===== config.mk =====
export PLATFORM = sky130hd
export DESIGN_NAME = bdpc_lane
export DESIGN_NICKNAME = d
export VERILOG_FILES = /design/src/rtl/core/button_debounce_press_classifier_assert.svh /design/src/rtl/core/bdpc_pkg.sv /design/src/rtl/core/bdpc_lane.sv
export SDC_FILE = /design/constraint.sdc
export NUM_CORES = 1
export LEC_CHECK = 0
export BUFFER_PORTS_ARGS = -buffer_cell sky130_fd_sc_hd__buf_2
export CAP_MARGIN = 20
export CORE_MARGIN = 2
export CORE_UTILIZATION = 40
export DETAILED_ROUTE_END_ITERATION = 10
export SLEW_MARGIN = 0
export SYNTH_ARGS = -nofsm -noshare
export SYNTH_HDL_FRONTEND = slang
export SYNTH_SLANG_ARGS = --single-unit

===== constraint.sdc =====
create_clock -name clk -period 9.85 [get_ports clk]
set_clock_uncertainty 0.15 [all_clocks]
set_input_delay 0.4925 -clock clk [delete_from_list [all_inputs] [get_ports clk]]
set_output_delay 0.4925 -clock clk [all_outputs]
set_load 0.005 [all_outputs]

===== src/rtl/core/button_debounce_press_classifier_assert.svh =====
// Assertion macros used by the button debounce classifier RTL.
// Needs clk and rst in scope where a macro is used.
`ifndef BUTTON_DEBOUNCE_PRESS_CLASSIFIER_ASSERT_SVH
`define BUTTON_DEBOUNCE_PRESS_CLASSIFIER_ASSERT_SVH

// Same-cycle implication, checked outside reset.
`define BDPC_ASSERT_NOW(lbl, ante, cons, msg) \
  lbl: assert property (@(posedge clk) disable iff (rst) (ante) |-> (cons)) else $error(msg);

// Next-cycle implication, checked outside reset.
`define BDPC_ASSERT_NEXT(lbl, ante, cons, msg) \
  lbl: assert property (@(posedge clk) disable iff (rst) (ante) |=> (cons)) else $error(msg);

`endif


===== src/rtl/core/bdpc_pkg.sv =====
// Shared types and constants for the button debounce classifier.
// No dependencies; compile first after the assertion header.
package bdpc_pkg;

  localparam int TIME_BITS_DEF = 32;
  localparam int CFG_BITS      = 32;
  localparam int LEVEL_BITS    = 3;
  localparam int NUM_BUTTONS   = 3;
  localparam int EVENT_BITS    = 3;
  localparam int CFG_IDX_BITS  = 1;

  localparam logic [CFG_BITS-1:0] DEBOUNCE_US_RESET   = CFG_BITS'(30 * 1000);
  localparam logic [CFG_BITS-1:0] LONG_PRESS_US_RESET = CFG_BITS'(1000 * 1000);

  // Configuration register indexes
  localparam logic [CFG_IDX_BITS-1:0] REG_DEBOUNCE   = 1'd0;
  localparam logic [CFG_IDX_BITS-1:0] REG_LONG_PRESS = 1'd1;

  // Event codes
  localparam logic [EVENT_BITS-1:0] EV_NONE     = 3'd0;
  localparam logic [EVENT_BITS-1:0] EV_B0_LONG  = 3'd1;
  localparam logic [EVENT_BITS-1:0] EV_B0_PRESS = 3'd2;
  localparam logic [EVENT_BITS-1:0] EV_B1_PRESS = 3'd3;
  localparam logic [EVENT_BITS-1:0] EV_B2_PRESS = 3'd4;

  // Release classification of one button for the current poll
  typedef struct packed {
    logic short_rel;  // release longer than debounce, not long
    logic long_rel;   // release longer than the long-press time
  } lane_evt_t;

endpackage


===== src/rtl/core/bdpc_lane.sv =====
// One button: raw level tracking, debounce and press timing.
// Depends on bdpc_pkg; instantiated by button_debounce_press_classifier.
module bdpc_lane import bdpc_pkg::*; #(
  parameter int TIME_BITS = TIME_BITS_DEF
) (
  input  logic                 clk,
  input  logic                 rst,
  input  logic                 commit,
  input  logic                 level,
  input  logic [TIME_BITS-1:0] now,
  input  logic [CFG_BITS-1:0]  debounce_us,
  input  logic [CFG_BITS-1:0]  long_press_us,
  output lane_evt_t            evt
);

  localparam int CMP_BITS = (TIME_BITS > CFG_BITS) ? TIME_BITS : CFG_BITS;

  logic                 raw_seen;
  logic                 stable_level;
  logic [TIME_BITS-1:0] change_time;
  logic [TIME_BITS-1:0] press_begin;

  logic                 raw;
  logic [TIME_BITS-1:0] change_time_next;
  logic [TIME_BITS-1:0] held;
  logic [TIME_BITS-1:0] dur;
  logic                 settle;
  logic                 release_now;
  logic                 dur_long;
  logic                 dur_short;

  always_comb begin
    raw              = ~level;
    change_time_next = (raw != raw_seen) ? now : change_time;
    held             = now - change_time_next;
    dur              = now - press_begin;
    settle           = (CMP_BITS'(held) > CMP_BITS'(debounce_us)) && (raw != stable_level);
    release_now      = settle && !raw;
    dur_long         = CMP_BITS'(dur) > CMP_BITS'(long_press_us);
    dur_short        = CMP_BITS'(dur) > CMP_BITS'(debounce_us);
    evt.long_rel     = release_now && dur_long;
    evt.short_rel    = release_now && !dur_long && dur_short;
  end

  always_ff @(posedge clk) begin
    if (rst) begin
      raw_seen     <= 1'b0;
      stable_level <= 1'b0;
      change_time  <= '0;
      press_begin  <= '0;
    end else if (commit) begin
      raw_seen    <= raw;
      change_time <= change_time_next;
      if (settle) begin
        stable_level <= raw;
        if (raw) begin
          press_begin <= now;
        end
      end
    end
  end

endmodule


==> summary.md <==
| Metric | Value |
|---|---|
| Status | finished clean |
| Hold Startpoint | now[0] |
| Max Fanout on Critical Path | 15 |
| CTS tree | yes |
| Hold Path Depth | 3 |
| Detailed Place HPWL | between 15 and 20 mm |
| Filler instances | 2,082 |
| Clk slew on worst S/H paths | about 0.060 ns |
| PwrDens | approximately 140 nW/um^2 |
| Synth Instances | ~1,100 |
| WP buf/inv | 2 |
| Grt ovf | 0 |
| Worst r2r src | raw_seen$_SDFFE_PP0P_ |
| Port-buffer cells | 101 |
| Initial Util | about two fifths |
| Final WL | between 20 and 25 mm |
| Antenna Cells | 0 |
| Critical-path top delay cell | xor2_2 |
| Largest stage delay, worst path | around 0.58 ns |
| Unrepaired setup endpoints after global routing | false |
| Post-Synthesis Cell Area | between 8000 and 9000 sq um |
| Top cells by area, synth | ha_1 (23%), dfxtp_1 (16%), mux2i_1 (7.0%) |
| Synthesis-to-layout area growth | 13.5% |
| Max frequency | 142 MHz |
| # clock sinks | between 60 and 70 |
| Unique masters post-synth | 67 |
| Most common cell on crit path | ha_1 |
| Worst Setup Start Kind | flip-flop |
| Initial antenna violation count | 0 |
| Reg2Reg Setup Slack | approximately 3.4 ns |
| Register area | between 1000 and 1500 sq um |
| Crit. Startpoint | raw_seen$_SDFFE_PP0P_ |
| FF-to-FF End | press_begin[5]$_SDFFE_PP0P_ |
| DRC errors left | 0 |
| Async SR Flop Fraction | 0% |
| Die span in y | ~150 um |
| First-pass GRT wire length | about 37 mm |
| Worst Reg-to-Reg Cells | 22 |
| # IOs | ~100 |
| Total CTS buffers | 9 |
| Ratio of cells with drive above 1 in the final layout | 11.9% |
| Worst Tran Pin Value | a little under 1 ns |
| Die ar. | 21,900 sq um |
| Post-CTS sizing | 0 |
| Min-delay worst type | in -> reg |
| Clk_lat worst skew | roughly 0.35 ns |
| Largest net degree at the start of global routing | between 60 and 70 |
| Crit end category | output pin |
| Post-synth top area share | between 20% and 30% |
| GPL Wtd Cong | roughly 0.9 |
| Die Width | 148 um |
| Seq/Total Area, Yosys | around 16% |
| Worst hold endpoint | press_begin[0]$_SDFFE_PP0P_ |
| Yosys Warn Count | 0 |
| Root Buffer | clkbuf_16 |
| CP delay by family, top | compound AO/OA/AOI/OAI gates |
| CTS Hold Bufs | 0 |
| Nets@finish | 1,404 |
| Footprint of the multi-input gates | between 6000 and 7000 sq um |
| Final count of pins violating max slew | 0 |
| CTS Buffer Depth | 2 |
| Critical path required time | a little over 9 ns |
| Core ar. | 20,300 sq um |
| Post-route minimum period | about 7 ns |
| WL per Instance | about 16 um |
| H-tree Lvls | 3 |
| Max cap viols | 0 |
| Leak | about 4.5 nW |
| Cell area after layout | ~9400 sq um |
| Number of global-route vias before repair | 7,245 |
| Net Count, Synth | ~1,300 |
| TritonRoute pass-1 iters | 6 |
| Period utilization | between 70 and 80% |
| Setup Fix Bufs, Post-CTS | 0 |
| Crit path cell chain | xor2_2, o21ai_0, ha_1, inv_1, ha_1, nor2_1, o41ai_2, a32oi_1, o21ai_2, a21oi_1, o31ai_2, o21ai_1, mux2i_1, a2111oi_1, ha_1, a21o_1, a21oi_1, o21ai_0, a221oi_1, nor2b_1, and3_1, buf_2 |
| Syn Area/Cell | roughly 8 sq um |
| Site Rows | 52 |
| Max_slew headroom | a little over a third |
| Seq cells post-synth | between 60 and 70 |
| EDFF count, synth | 0 |
| Overall Global Routing Usage | between 20% and 30% |
| Ys flop type | dfxtp_1 |
| WP data arrival | 6.40 ns |
| VDD IR max | just over 90 uV |
| Cell accounting for the most synthesized area | ha_1 |
| Antenna viol nets, final | 0 |
| Sum Neg Setup Slack | 0 ns |
| Routed vias/inst | about 5.4 |
| Placement Cell Area | ~9100 sq um |
| CP Class | reg -> out |
| Final setup viols | 0 |
| Initial drt markers | roughly 530 |
| Via count | 7,659 |
| Final hold violation count | 0 |
-- worst max-delay path by stage --
stage | to | slack (ns) | depth (start not counted)
floorplan | press_begin[1]$_SDFFE_PP0P_ | 3.65 | 25
global placement | evt[0] | 2.98 | 23
detailed placement | evt[0] | 2.93 | 23
CTS | evt[0] | 2.80 | 22
global route | evt[1] | 2.30 | 22
finish | evt[0] | 2.81 | 22
-- kinds of logic after synthesis --
logic type / share of synthesized area, %
compound gates: 24.2
xor+xnor: 6.32
fa+ha+maj: 23.4
buf+inv: 6.56
flops: 16.0
mux: 7.15
simple gates: 16.5
-- per-stage QoR --
stage / util (%) / std cells / setup WS, ns / hold slack, ns / total power, mW
floorplan: - / 1065 / 3.65 / 0.286 / 0.803
global placement: 44.6 / 1409 / 2.98 / 0.295 / 0.967
detailed placement: 44.6 / 1409 / 2.93 / 0.300 / 0.975
CTS: 46.3 / 1425 / 2.80 / 0.265 / 1.35
global route: 46.3 / 1425 / 2.30 / 0.311 / 1.45
finish: 46.3 / 1425 / 2.81 / 0.278 / 1.34
-- Yosys cell counts, drive strengths merged (3+ instances only) --
cell type	count
a211oi	30
a21boi	5
a21o	64
a21oi	90
a221oi	3
a31oi	3
a41oi	3
and2	4
and3	4
buf	7
clkbuf	25
dfxtp	66
ha	153
inv	111
mux2i	58
nand2	52
nand2b	12
nand3	20
nand4	29
nor2	108
nor2b	25
nor3	11
nor3b	3
nor4	5
o211ai	3
o21a	17
o21ai	44
o21bai	10
o31ai	5
o41ai	4
or2	3
or3	3
or4	3
xnor2	33
xor2	25
-- metal layers --
metal,up-vias,wire [um],part of all wire [%],track usage [%]
li1,4002,-,-,-
met1,3465,11300,49,29.3
met2,177,10100,44,34.6
met3,15,1440,6.2,4.44
met4,0,282,1.2,4.62
met5,-,0,0,0
-- cells in the final DEF (no fill, tap or decap), drive strengths merged, types with 10 or more instances in the layout --
cell	n
nor2b	25
mux2i	58
xor2	25
nand3	20
clkbuf	12
buf	106
dfxtp	66
a21o	64
ha	153
nand2	52
o21bai	10
nand2b	12
o21a	17
a21oi	90
nor2	108
nor3	11
a211oi	30
xnor2	33
nand4	29
inv	111
o21ai	44
-- worst min-delay path, stage by stage --
cell	delay (ns)
buf_2	0.10
mux2i_1	0.07
nor2_1	0.07
-- report_power, final --
part           internal (mW)  switching, mW  total, mW
Clock                  0.242          0.128      0.370
Sequential             0.284        0.00962      0.294
Combinational          0.298          0.382      0.680
-- area by class of cell --
type / instances / share of cell area (%)
clock buffer: 12 / 2.83
clock inverter: 4 / 0.772
inverter: 111 / 4.43
multi-input combinational: 856 / 68.5
sequential: 66 / 14.1
tap: 270 / 3.59
timing repair buffer: 106 / 5.78
-- sequential cells by signal (all words and copies together), names as in the netlist --
register      flops
stable_level      1
raw_seen          1
press_begin      32
change_time      32
(Power assumes the default switching activity.)
